### src/hw/rtl/cpa_pkg.sv
// Package for the contiguous partition allocator.
// Holds widths, codes, table entry and command types; no dependencies.
`default_nettype none
package cpa_pkg;
  localparam int MAX_PARTITIONS = 32;
  localparam int ADDR_BITS      = 20;
  localparam int SIZE_BITS      = ADDR_BITS + 1;
  localparam int IDX_BITS       = $clog2(MAX_PARTITIONS);
  localparam int CNT_BITS       = $clog2(MAX_PARTITIONS + 1);
  localparam logic [ADDR_BITS-1:0] TOP_RESET = ADDR_BITS'(999999);

  localparam logic [2:0] ST_ALLOC    = 3'd0;
  localparam logic [2:0] ST_FREED    = 3'd1;
  localparam logic [2:0] ST_NOFIT    = 3'd2;
  localparam logic [2:0] ST_NOTFOUND = 3'd3;
  localparam logic [2:0] ST_FULL     = 3'd4;
  localparam logic [2:0] ST_ZERO     = 3'd5;

  localparam logic REG_FIT_POLICY = 1'b0;
  localparam logic REG_MEM_TOP    = 1'b1;

  localparam logic MODE_ALLOC = 1'b0;
  localparam logic MODE_FREE  = 1'b1;

  typedef enum logic [1:0] {
    FIT_FIRST = 2'd0,
    FIT_BEST  = 2'd1,
    FIT_NEXT  = 2'd2,
    FIT_WORST = 2'd3
  } fit_t;

  typedef enum logic [2:0] {
    S_IDLE, S_SCAN, S_DECIDE, S_LEFT, S_RIGHT, S_OUT
  } state_t;

  typedef enum logic [2:0] {
    OP_NOP, OP_INIT, OP_SPLIT, OP_TAKE, OP_MERGE
  } op_t;

  typedef struct packed {
    logic [ADDR_BITS-1:0] pbegin;
    logic [ADDR_BITS-1:0] pend;
    logic                 pfree;
  } entry_t;

  typedef struct packed {
    op_t                  op;
    logic [IDX_BITS-1:0]  idx;
    logic [ADDR_BITS-1:0] pbegin;
    logic [ADDR_BITS-1:0] pend;
    logic [1:0]           ndrop;
  } tbl_cmd_t;
endpackage
`default_nettype wire

### src/hw/rtl/cpa_fit.sv
// Shared length and fit compare unit, used once per scanned entry.
// Depends on cpa_pkg.
`default_nettype none
module cpa_fit import cpa_pkg::*; (
  input  entry_t                ent,
  input  logic [SIZE_BITS-1:0]  size,
  input  fit_t                  policy,
  input  logic                  have_best,
  input  logic [SIZE_BITS-1:0]  best,
  output logic [SIZE_BITS-1:0]  len,
  output logic [SIZE_BITS-1:0]  diff,
  output logic                  cand,
  output logic                  better
);
  logic [ADDR_BITS-1:0] span_m1;

  always_comb begin
    span_m1 = ent.pend - ent.pbegin;
    len     = {1'b0, span_m1} + SIZE_BITS'(1);
    cand    = ent.pfree && (len >= size);
    diff    = len - size;
    if (!have_best) begin
      better = 1'b1;
    end else if (policy == FIT_BEST) begin
      better = diff <= best;
    end else begin
      better = diff >= best;
    end
  end
endmodule
`default_nettype wire

### config.mk
export PLATFORM = sky130hd
export DESIGN_NAME = cpa_fit
export DESIGN_NICKNAME = d
export VERILOG_FILES = /design/src/hw/rtl/cpa_pkg.sv /design/src/hw/rtl/cpa_fit.sv
export SDC_FILE = /design/constraint.sdc
export NUM_CORES = 1
export LEC_CHECK = 0
export BUFFER_PORTS_ARGS = -buffer_cell sky130_fd_sc_hd__buf_2
export CAP_MARGIN = 10
export CORE_AREA = 4 4 115 62
export DETAILED_ROUTE_END_ITERATION = 8
export DIE_AREA = 0 0 119 66
export PLACE_DENSITY = 0.86
export SETUP_SLACK_MARGIN = 0.2
export SYNTH_ARGS = -nofsm -noshare
export SYNTH_HDL_FRONTEND = slang
export SYNTH_SLANG_ARGS = --single-unit
### constraint.sdc
create_clock -name vclk -period 12
set_input_delay 1.8 -clock vclk [all_inputs]
set_output_delay 1.8 -clock vclk [all_outputs]
set_load 0.02 [all_outputs]
======== After elaboration in Yosys (flattened, before gate mapping) ========
Index checks and enable logic that the tools add are counted.
cells by class
  add/subtract/negate cells ............... 3
  $lt $le $gt $ge ......................... 3
  eq/ne operators ......................... 1
  mux-type cells .......................... 2
  reduce and logical (&&, ||, !) cells .... 1
operator list
  operator                                             number
  >= comparator 21 bit                                 2
  adder 20 x 1 -> 21 bit, second input constant        1
  less-or-equal comparator 21 bit                      1
  subtractor 21 bit                                    1
  subtractor 20 bit                                    1
  equality test 2 x 1 -> 1 bit, second input constant  1
  two-way mux 1 bit                                    2
  logical AND 1 bit                                    1
storage, ports and cells
  flip-flop bits (word level) ............. 0
  input bits .............................. 86
  output and inout bits ................... 44
  logic and storage cells ................. 10

======== Logic depth before layout (Yosys ltp) ========
  word-level depth ........................ 6
  depth in mapped cells ................... 29
  gate-level depth less buffers ........... 29

======== Worst setup path before layout ========
Ideal clock, no wire load.
  path kind ............................... input-to-output
  from .................................... input ent[1] (netlist bit)
  to ...................................... output better
  data arrival time ....................... 7.352 ns
  data required time ...................... 10.200 ns
  path slack .............................. 2.848 ns
  cell stages on the path ................. 29
  path buffers ............................ 1
  cells stage by stage .................... inv_1 -> ha_1 -> inv_1 -> fa_1 -> a21o_1 -> a21oi_1 -> xnor2_1 -> and3_1 -> clkbuf_1 -> xnor2_1 -> ha_1 -> a21o_1 -> a21o_1 -> a21oi_1 -> a21boi_2 -> o21ai_0 -> o21ai_0 -> nor2b_1 -> xnor2_1 -> ha_1 -> a21o_1 -> a21o_1 -> a21o_1 -> a21o_1 -> a21o_1 -> a21oi_1 -> o221ai_1 -> xnor2_1 -> nand3_1
between the ends
  word-level cells in the longest chain between the ends .. 6
  elaborated cells between the ends (all ways) .. 7
  those cells by class .................... add/sub: 3; order compare: 2; mux: 2
ends and longest elaborated chain
  what                                                                            RTL line                      source
  from (decl)                                                                     cpa_fit.sv:5                  input entry_t ent,
  subtractor 20 bit *                                                             cpa_fit.sv:18                 span_m1 = ent.pend - ent.pbegin;
  adder 20 x 1 -> 21 bit *                                                        cpa_fit.sv:19                 len = {1'b0, span_m1} + SIZE_BITS'(1);
  net len[5]                                                                      cpa_fit.sv:10                 output logic [SIZE_BITS-1:0] len,
  subtractor 21 bit *                                                             cpa_fit.sv:21                 diff = len - size;
  net diff[14]                                                                    cpa_fit.sv:11                 output logic [SIZE_BITS-1:0] diff,
  >= comparator 21 bit / less-or-equal comparator 21 bit (equally long branches)  cpa_fit.sv:27, cpa_fit.sv:25
  two-way mux 1 bit *                                                             cpa_fit.sv:24                 end else if (policy == FIT_BEST) begin
  two-way mux 1 bit *                                                             cpa_fit.sv:22                 if (!have_best) begin
  to (decl)                                                                       cpa_fit.sv:13                 output logic better
The timed path passes the listed nets; every way through them passes the cells marked *.

======== Final worst setup path ========
  from .................................... input ent[1] (netlist bit)
  to ...................................... output better
between the ends
  word-level cells in the longest chain between the ends .. 6
  elaborated cells between the ends (all ways) .. 7
  those cells by class .................... add/sub: 3; order compare: 2; mux: 2
ends and longest elaborated chain
  what                                                                            RTL line
  subtractor 20 bit *                                                             cpa_fit.sv:18
  adder 20 x 1 -> 21 bit *                                                        cpa_fit.sv:19
  subtractor 21 bit *                                                             cpa_fit.sv:21
  >= comparator 21 bit / less-or-equal comparator 21 bit (equally long branches)  cpa_fit.sv:27, cpa_fit.sv:25
  two-way mux 1 bit *                                                             cpa_fit.sv:24
  two-way mux 1 bit *                                                             cpa_fit.sv:22
Every way passes the cells marked *; elsewhere a longest branch is shown, timed or not.

==> run metrics <==
Mapped Area=3013 µm²; Synth warnings=0; IO Pins=130; layout cells sized above 1=27.82%; initial antenna violation count=0; Post-Synthesis Cells=423; outcome=finished, final reports clean; Vias=3202; area leader, netlist=ha_1; # DRC=0; Rows=20; DRT iter0 DRCs=154; critical path class=input port to primary output; Critical Path Most Common Cell=a21o_1; Final Util=62.39%; Die ar.=7854 µm²; via/cell ratio=5.019; required time worst endpoint=10.20 ns; Comb pwr share=100.0%; Global Route Usage Sum=18.93%; dpl hpwl=7239 µm; final net count=702; Netlist cell types=51; Post-Route Setup TNS=0 ns; CP bufs+invs=4; count leader, synth=inv_1; static leakage=0.002142 µW; GRT overflow=0; Avg Inst Size Synth=7.123 µm²; switching power=301.8 µW; Initial Util=49.96%; first-pass detailed-route iteration total=4; antenna-violating nets left=0; period utilisation layout=77.88%; hold depth=3; maximum VDD drop=0.05379 mV; Startpoint Class=input port; Port Buffer Count=130; crit path time final=9.346 ns; Fillers=570; CP max stage delay=0.43 ns; Hold EP=better; RSZ-0062 raised after global routing=false; overall power=502.7 µW; Seq/Total Area, Yosys=0%; core area=6031 µm²; Crit. End Element=primary output; ANT cells=0; Die Ht=66 µm; average wire per standard cell=12.40 µm; final setup fails=0; Synth area leaders=ha_1 (26%), inv_1 (9.6%), xnor2_1 (9.6%); Sequential Power Share=0%; crit path max fanout=6; Synth top area share=25.75%; Pins Over Slew Limit=0; CP top delay family=compound AO/OA/AOI/OAI gates; Internal=200.9 µW; P per Cell Area=133.6 nW/µm²; Reg area=0 µm²; Hold Startpoint=have_best; Area Overhead vs Synth=24.88%; top post-synthesis cells by count=inv_1 (77), ha_1 (62), xnor2_1 (33); max_cap viols=0; die width=119 µm; Worst-Margin Slew=0.4425 ns; first-pass GRT wire length=12920 µm; FF+latch count=0; clock network fraction of design power=0%; CTS Hold Bufs=0; Post-Syn Nets=573; # resized after CTS=0; sw frac=60.04%; largest net degree at the start of global routing=10; Slew HR=70.50%; Crit-path slowest cell=fa_1; GPL Wtd Cong=0.8846; Final Hold Fails=0; Worst EP arrival=7.55 ns; Min-Delay Path Class=input port to primary output; final wirelength=7913 µm; vias in the first global route=2933; Setup Fix Bufs, Post-CTS=0; CLK BUF=0; Max Fclk=107.0 MHz
-- final cells by class --
cell class | count | area, µm² | share of cell area [%]
Inverter | 77 | 289.0 | 7.682
Multi-Input combinational cell | 343 | 2713 | 72.10
Tap cell | 88 | 110.1 | 2.927
Timing Repair Buffer | 130 | 650.6 | 17.29
-- layer usage --
metal  global-route usage, %  routed length, µm  up-vias
li1                        -                  -     1720
met1                   25.37               3820     1385
met2                   34.36               3598       89
met3                   1.538                421        8
met4                   2.165                 73        0
met5                       0                  0        -
-- per-stage QoR --
stage	hold WS, ns	instances	cell area (µm²)	setup slack (ns)
2_1_floorplan	3.747	423	3013	2.848
3_3_place_gp	3.877	638	3762	2.955
3_5_place_dp	3.877	638	3762	2.721
4_1_cts	3.877	638	3762	2.714
5_1_grt	3.912	638	3762	2.112
6_report	3.882	638	3762	2.654
-- worst max path at each step --
stage	start	to	depth (start not counted)	slack, ns
final	ent[1]	better	30	2.65
after global routing	ent[1]	better	30	2.11
after floorplan	ent[1]	better	29	2.85
after detailed placement	ent[1]	better	30	2.72
after global placement	ent[1]	better	30	2.95
after CTS	ent[1]	better	30	2.71
-- cells by family after synthesis --
group | after synthesis | synth area share (%)
compound gates | 117 | 26.50
xor+xnor | 51 | 15.57
fa+ha+maj | 64 | 27.08
buf+inv | 80 | 9.967
simple gates | 111 | 20.89
-- cells in the final DEF (no fill, tap or decap), drive strengths merged, types with 5 or more instances in the layout --
cell type / n
nor3: 9
inv: 77
xnor2: 35
buf: 130
a21o: 23
nand2: 21
nand3: 11
nor2: 27
xor2: 16
o211ai: 6
o21a: 6
nand4: 7
o21ai: 27
a21oi: 30
ha: 62
nand2b: 7
a211o: 5
nor2b: 7
-- power by group through the flow --
stage                     clock network [µW]  registers, µW  logic [µW]
after floorplan                            0              0         363
after global placement                     0              0         488
after detailed placement                   0              0         499
after CTS                                  0              0         502
after global routing                       0              0         553
final                                      0              0         503
Note: power is estimated with default switching activity, not from simulation.
