**src/hw/rtl/cpa_pkg.sv**
```systemverilog
// Package for the contiguous partition allocator.
// Holds widths, codes, table entry and command types; no dependencies.
`default_nettype none
package cpa_pkg;
  localparam int MAX_PARTITIONS = 32;
  localparam int ADDR_BITS      = 20;
  localparam int SIZE_BITS      = ADDR_BITS + 1;
  localparam int IDX_BITS       = $clog2(MAX_PARTITIONS);
  localparam int CNT_BITS       = $clog2(MAX_PARTITIONS + 1);
  localparam logic [ADDR_BITS-1:0] TOP_RESET = ADDR_BITS'(999999);

  localparam logic [2:0] ST_ALLOC    = 3'd0;
  localparam logic [2:0] ST_FREED    = 3'd1;
  localparam logic [2:0] ST_NOFIT    = 3'd2;
  localparam logic [2:0] ST_NOTFOUND = 3'd3;
  localparam logic [2:0] ST_FULL     = 3'd4;
  localparam logic [2:0] ST_ZERO     = 3'd5;

  localparam logic REG_FIT_POLICY = 1'b0;
  localparam logic REG_MEM_TOP    = 1'b1;

  localparam logic MODE_ALLOC = 1'b0;
  localparam logic MODE_FREE  = 1'b1;

  typedef enum logic [1:0] {
    FIT_FIRST = 2'd0,
    FIT_BEST  = 2'd1,
    FIT_NEXT  = 2'd2,
    FIT_WORST = 2'd3
  } fit_t;

  typedef enum logic [2:0] {
    S_IDLE, S_SCAN, S_DECIDE, S_LEFT, S_RIGHT, S_OUT
  } state_t;

  typedef enum logic [2:0] {
    OP_NOP, OP_INIT, OP_SPLIT, OP_TAKE, OP_MERGE
  } op_t;

  typedef struct packed {
    logic [ADDR_BITS-1:0] pbegin;
    logic [ADDR_BITS-1:0] pend;
    logic                 pfree;
  } entry_t;

  typedef struct packed {
    op_t                  op;
    logic [IDX_BITS-1:0]  idx;
    logic [ADDR_BITS-1:0] pbegin;
    logic [ADDR_BITS-1:0] pend;
    logic [1:0]           ndrop;
  } tbl_cmd_t;
endpackage
`default_nettype wire

```
**src/hw/rtl/cpa_table.sv**
```systemverilog
// Partition table: ordered entries with one read port and whole-row shifts
// for split and merge. Depends on cpa_pkg.
`default_nettype none
module cpa_table import cpa_pkg::*; (
  input  logic                 clk,
  input  logic                 rst_n,
  input  tbl_cmd_t             cmd,
  input  logic [ADDR_BITS-1:0] init_top,
  input  logic [IDX_BITS-1:0]  rd_idx,
  output entry_t               rd_ent,
  output logic [CNT_BITS-1:0]  count
);
  entry_t              ent_r [MAX_PARTITIONS];
  entry_t              ent_nxt [MAX_PARTITIONS];
  logic [CNT_BITS-1:0] count_r, count_nxt;
  logic [CNT_BITS-1:0] idx_w;

  assign idx_w  = {1'b0, cmd.idx};
  assign rd_ent = ent_r[rd_idx];
  assign count  = count_r;

  for (genvar j = 0; j < MAX_PARTITIONS; j++) begin : g_ent
    localparam logic [CNT_BITS-1:0] J = CNT_BITS'(j);
    always_comb begin
      ent_nxt[j] = ent_r[j];
      case (cmd.op)
        OP_INIT: begin
          if (j == 0) ent_nxt[j] = '{pbegin: '0, pend: init_top, pfree: 1'b1};
        end
        OP_SPLIT: begin
          if (J == idx_w) begin
            ent_nxt[j].pend  = cmd.pend;
            ent_nxt[j].pfree = 1'b0;
          end
          if (j > 0) begin
            if (J == idx_w + CNT_BITS'(1)) begin
              ent_nxt[j] = '{pbegin: cmd.pbegin, pend: ent_r[(j > 0) ? j - 1 : 0].pend,
                             pfree: 1'b1};
            end else if (J > idx_w + CNT_BITS'(1)) begin
              ent_nxt[j] = ent_r[(j > 0) ? j - 1 : 0];
            end
          end
        end
        OP_TAKE: begin
          if (J == idx_w) ent_nxt[j].pfree = 1'b0;
        end
        OP_MERGE: begin
          if (J == idx_w) begin
            ent_nxt[j] = '{pbegin: cmd.pbegin, pend: cmd.pend, pfree: 1'b1};
          end else if (J > idx_w) begin
            // pull the rows above down over the merged neighbors
            if (cmd.ndrop == 2'd1 && j + 1 < MAX_PARTITIONS) begin
              ent_nxt[j] = ent_r[(j + 1 < MAX_PARTITIONS) ? j + 1 : j];
            end else if (cmd.ndrop == 2'd2 && j + 2 < MAX_PARTITIONS) begin
              ent_nxt[j] = ent_r[(j + 2 < MAX_PARTITIONS) ? j + 2 : j];
            end
          end
        end
        default: ;
      endcase
    end

    always_ff @(posedge clk) begin
      if (!rst_n) begin
        if (j == 0) ent_r[j] <= '{pbegin: '0, pend: TOP_RESET, pfree: 1'b1};
        else        ent_r[j].pfree <= 1'b0;
      end else begin
        ent_r[j] <= ent_nxt[j];
      end
    end
  end

  always_comb begin
    count_nxt = count_r;
    case (cmd.op)
      OP_INIT:  count_nxt = CNT_BITS'(1);
      OP_SPLIT: count_nxt = count_r + CNT_BITS'(1);
      OP_MERGE: count_nxt = count_r - CNT_BITS'(cmd.ndrop);
      default:  ;
    endcase
  end

  always_ff @(posedge clk) begin
    if (!rst_n) count_r <= CNT_BITS'(1);
    else        count_r <= count_nxt;
  end
endmodule
`default_nettype wire

```
**config.mk**
```make
export PLATFORM = sky130hd
export DESIGN_NAME = cpa_table
export DESIGN_NICKNAME = d
export VERILOG_FILES = /design/src/hw/rtl/cpa_pkg.sv /design/src/hw/rtl/cpa_table.sv
export SDC_FILE = /design/constraint.sdc
export NUM_CORES = 2
export LEC_CHECK = 0
export BUFFER_PORTS_ARGS = -buffer_cell sky130_fd_sc_hd__buf_2
export CAP_MARGIN = 10
export CORE_MARGIN = 1.5
export CORE_UTILIZATION = 55
export DETAILED_ROUTE_END_ITERATION = 10
export PLACE_DENSITY_LB_ADDON = 0.1
export SYNTH_ARGS = -nofsm -noshare
export SYNTH_HDL_FRONTEND = slang
export SYNTH_SLANG_ARGS = --single-unit
```
**constraint.sdc**
```tcl
create_clock -name clk -period 5.2 [get_ports clk]
set_input_delay 0.52 -clock clk [delete_from_list [all_inputs] [get_ports clk]]
set_output_delay 0.52 -clock clk [all_outputs]
set_load 0.005 [all_outputs]
```
# == Yosys cells after proc, flatten, opt, wreduce, memory -nomap -nowiden ==
# Memory sizes are Yosys's and may differ from the RTL's.
# Cells that the tools add are included.
# totals
in_bits,77
ram_bits,1312
register_bits,6
output_inout_bits,47
memories,1
elab_cells,519
# memory_table
memory,depth,word_bits,read_ports,rd_ports_with_merged_regs,write_ports,line_no,text
ent_r,32,41,33,0,32,cpa_table.sv:13,entry_t ent_r [MAX_PARTITIONS];
# classes
add_sub_neg,3
bitwise,32
n_reduce_logical,2
mux,350
eq_ne,68
order_cmp,62
# ops
op,n
$mux W41,187
$pmux W40 S2,31
$mux W21,32
$eq A5 B6 Y1 const A,16
$gt A5 B6 Y1 const A,16
$pmux W1 S3,31
$eq A5 B5 Y1 const A,16
$gt A5 B5 Y1 const A,15
$mux W1,65
$pmux W20 S3,1
$eq A4 B6 Y1 const A,8
$gt A4 B6 Y1 const A,8
$eq A4 B5 Y1 const A,8
$gt A4 B5 Y1 const A,8
$pmux W20 S2,1
$or A1 B1 Y1,32
$eq A3 B6 Y1 const A,4
$gt A3 B6 Y1 const A,4
$eq A3 B5 Y1 const A,4
$gt A3 B5 Y1 const A,4
$pmux W6 S3,1
$eq A2 B6 Y1 const A,2
$gt A2 B6 Y1 const A,2
$eq A2 B5 Y1 const A,2
16 further kinds,19

# == Logic depth before layout (Yosys ltp) ==
# logic_depth
ltp_word,7
mapped_depth,17
depth_no_buf,11

# == Least setup slack after synthesis ==
# OpenSTA, ideal clock, no wires.
# synth_timing
path_kind,input to register
from,in cmd[42] in the netlist's numbering
to,mem ent_r[6][10] in the netlist's numbering (enable)
path_stages,13
setup_ns,0.376
path_slack_ns,0.456
n_path_buf,3
t_required_ns,4.824
arrival_time_ns,4.368
cell_sequence,ha_1 buf_6 nand2_1 nor2_1 ha_1 clkbuf_1 inv_1 o21ai_1 buf_4 nor2_1 a22oi_1 a211oi_1 a21o_1
# synth_rtl
item,line_no,text
"start, declared",cpa_table.sv:7,"input tbl_cmd_t cmd,"
"end, declared",cpa_table.sv:13,

==> results by group <==
Power and ir drop
  – Combinational share of power: 17.8%
  – Tot Pwr: 28.43 mW
  – Flop pwr share: 44.2%
  – Power per Cell Area: 292.0 nW/um2
  – Peak supply drop: 0.3605 mV
  – P_int: 20.10 mW
  – Switch Pwr: 8.333 mW
  – LEAKAGE: 30.66 nW
  – Clock Power Share: 38.0%
  – Switching share of power: 29.30%

Clock network
  – CTS buffer count: 155
  – CTS H-tree lvls: 4
  – Worst-Skew Late Latency: 0.84 ns
  – CTS tree: done
  – Num Clock Sinks: 1318
  – Reg clk slew, reported paths: 0.06 ns
  – Clock buffer depth: 3
  – Clk root buf: clkbuf_16
  – Resize count post-CTS: 0
  – Hold-fix buffers, CTS: 0
  – Post-CTS Setup Bufs: 0

Floorplanning
  – Rows: 148
  – Core area: 162600 um2
  – Die Area: 166100 um2
  – Die W: 407.6 um
  – Die H: 407.6 um
  – I/O pin count: 124
  – Initial Utilization: 55.38%

Logic synthesis
  – Top cells by area, synth: edfxtp_1 41%, mux4_2 10%, a22oi_1 8.9%, a21oi_1 4.8%, a221o_1 4.7%
  – Synth Area per Inst: 10.14 um2
  – Synthesized cell area: 90030 um2
  – Sequential-to-total area share from yosys stat: 43.10%
  – EDFF count, synth: 1241
  – Top cell type by total area after synthesis: edfxtp_1
  – Yosys warning total: 0
  – Post-synthesis register bit count: 1318
  – Asr flop ratio synth: 0%
  – Post-Syn Instances: 8883
  – Post-synth top area share: 41.39%
  – Post-synth top flop: edfxtp_1
  – Synth Net Count: 8974
  – Distinct cells, synth: 89

Global route
  – Grt ovf: 0
  – Initial antenna violation count: 6
  – GRT Util Overall: 40.66%
  – First-pass GRT wire length: 526.0 mm
  – Vias in the first global route: 80850
  – Largest net degree at the start of global routing: 191

Critical path
  – Worst-path fanout max: 53
  – R2R Setup Slk: 3.48 ns
  – Worst Path Class, Setup: input pin to output pin
  – Worst EP arrival: 3.30 ns
  – Critical path launch point type: input pin
  – Worst endpoint required time: 4.68 ns
  – Critical Path End Type: output pin

Layout
  – Final core occ: 59.89%
  – Most common cell after layout, fill and taps aside: edfxtp_1
  – Most frequent cells in the layout: 1241 x edfxtp_1, 1094 x nor2_1, 1068 x a22oi_1
  – Finished Cell Area: 97380 um2
  – P&R area growth vs syn: 8.159%
  – Share of cells above drive strength 1: 16.51%
  – Final nets: 8462

Timing
  – Unrepaired setup endpoints after global routing: no
  – Period utilization: 73.56%
  – Final Hold Fails: 0
  – Clock skew: 0.03803 ns
  – Max-slew headroom: 9.968%
  – # setup viols final: 0
  – Worst Max-Slew Pin Slew: 1.341 ns
  – Min cycle time layout: 3.825 ns
  – Setup TNS Final: 0 ns
  – Max Fclk: 261.4 MHz
  – Slew Limit Fails: 0

Placement
  – DP HPWL: 243.1 mm
  – Placer congestion estimate: 1.069
  – IO buf count: 123
  – Placed inst area: 92500 um2

Routing
  – Routed len/inst: 32.43 um
  – Initial drt markers: 12060
  – Drt pass-1 iters: 9
  – DR vias/cell: 7.708
  – Antenna Nets Post-Route: 0
  – # DRC: 0
  – Vias: 82270
  – Final WL: 346.1 mm

Outcome
  – Outcome: complete, no violations

Hold path
  – Hold Path Class: input pin to flop

Run
  – Max Cap Viol: 0
[cell usage after synthesis, drive strengths merged (9+ instances only)]
library cell  count
a221o           423
nand4             9
o221a            23
nor2b            19
and2             19
nor2           1129
o22ai           160
dfxtp            77
o21a             26
a22o            185
o2111ai          26
ha               13
a221oi          143
a211o            24
nand3           139
edfxtp         1241
a222oi           20
or2              10
o211ai           25
a2bb2oi          44
a211oi           67
o221ai           87
a21oi           860
buf             269
a311oi            9
mux4            410
clkbuf          871
inv              23
mux2            128
nor3            150
mux2i            76
a21o             14
o21ai           343
a31oi            75
nand2b           14
and3             15
nand2           568
a22oi          1070
o31ai            15
[per-layer routing]
metal | wire [um] | up-vias | global-route usage, %
met5 | 44 | - | 0
met4 | 23950 | 6 | 24.76
met3 | 29440 | 944 | 6.121
met2 | 164100 | 5239 | 65.04
met1 | 128600 | 41380 | 52.31
li1 | - | 34690 | -
[worst max-delay path, cell delays in order]
cell    delay [ns]
buf_8         0.55
buf_4         0.49
mux4_2        0.61
mux4_2        0.47
mux2_2        0.39
buf_2         0.17
[final timing paths]
| kind | startpoint | endpoint | cells past startpoint |
|---|---|---|---|
| worst max-delay path | rd_idx[0] | rd_ent[20] | 6 |
| worst min-delay path | init_top[17] | ent_r[0][18]$_SDFFE_PN1P_ | 5 |
| worst max register to register | count[0]$_SDFFE_PN1N_ | count[4]$_SDFFE_PN0N_ | 8 |
| worst min register to register | ent_r[0][23]$_SDFFE_PN0P_ | ent_r[0][23]$_SDFFE_PN0P_ | 2 |
[registers in the layout, indices dropped and copies added, names as in the netlist]
signal and flops:
count 6, ent_r 1312
[final cells by class]
| cell class | instances | area, um2 |
|---|---|---|
| antenna | 1 | 2.502 |
| clock buffer | 222 | 4348 |
| clock inverter | 61 | 485.5 |
| fill | 13820 | 65210 |
| inverter | 25 | 101.3 |
| multi-input combinational | 6400 | 47250 |
| sequential | 1318 | 38810 |
| tap | 2175 | 2721 |
| timing repair buffer | 471 | 3667 |
[logic make-up (layout without fill, tap and decap cells)]
family | Yosys count | after routing | share of synthesized area [%]
AOI/OAI and AO/OA | 3674 | 3674 | 29.15
xor gates and xnor gates | 6 | 6 | 0.07505
adders and majority gates | 14 | 14 | 0.2029
buffers and inverters | 1165 | 779 | 5.271
DFF | 1318 | 1318 | 43.10
muxes | 614 | 614 | 12.72
other | 0 | 1 | 0
and+or+nand+nor | 2092 | 2092 | 9.482
[power by group through the flow]
stage                     Clock [mW]  Combinational, mW  Sequential, mW
after floorplan                    0               3.34            12.6
after global placement             0               4.82            12.8
after detailed placement           0               4.92            12.8
after CTS                       10.9               4.94            12.5
after global routing            11.2               5.35            12.6
final                           10.8               5.07            12.6
[metrics by stage]
stage | std cells | hold slack (ns) | setup WS (ns)
after global placement | 10390 | 0.4574 | 0.7582
final | 10670 | 0.07990 | 1.375
after floorplan | 8883 | 0.4463 | 0.4562
after detailed placement | 10390 | 0.4681 | 0.7467
after CTS | 10670 | 0.04493 | 1.357
after global routing | 10670 | 0.1255 | 1.248
Power figures use the tool's default switching activity.
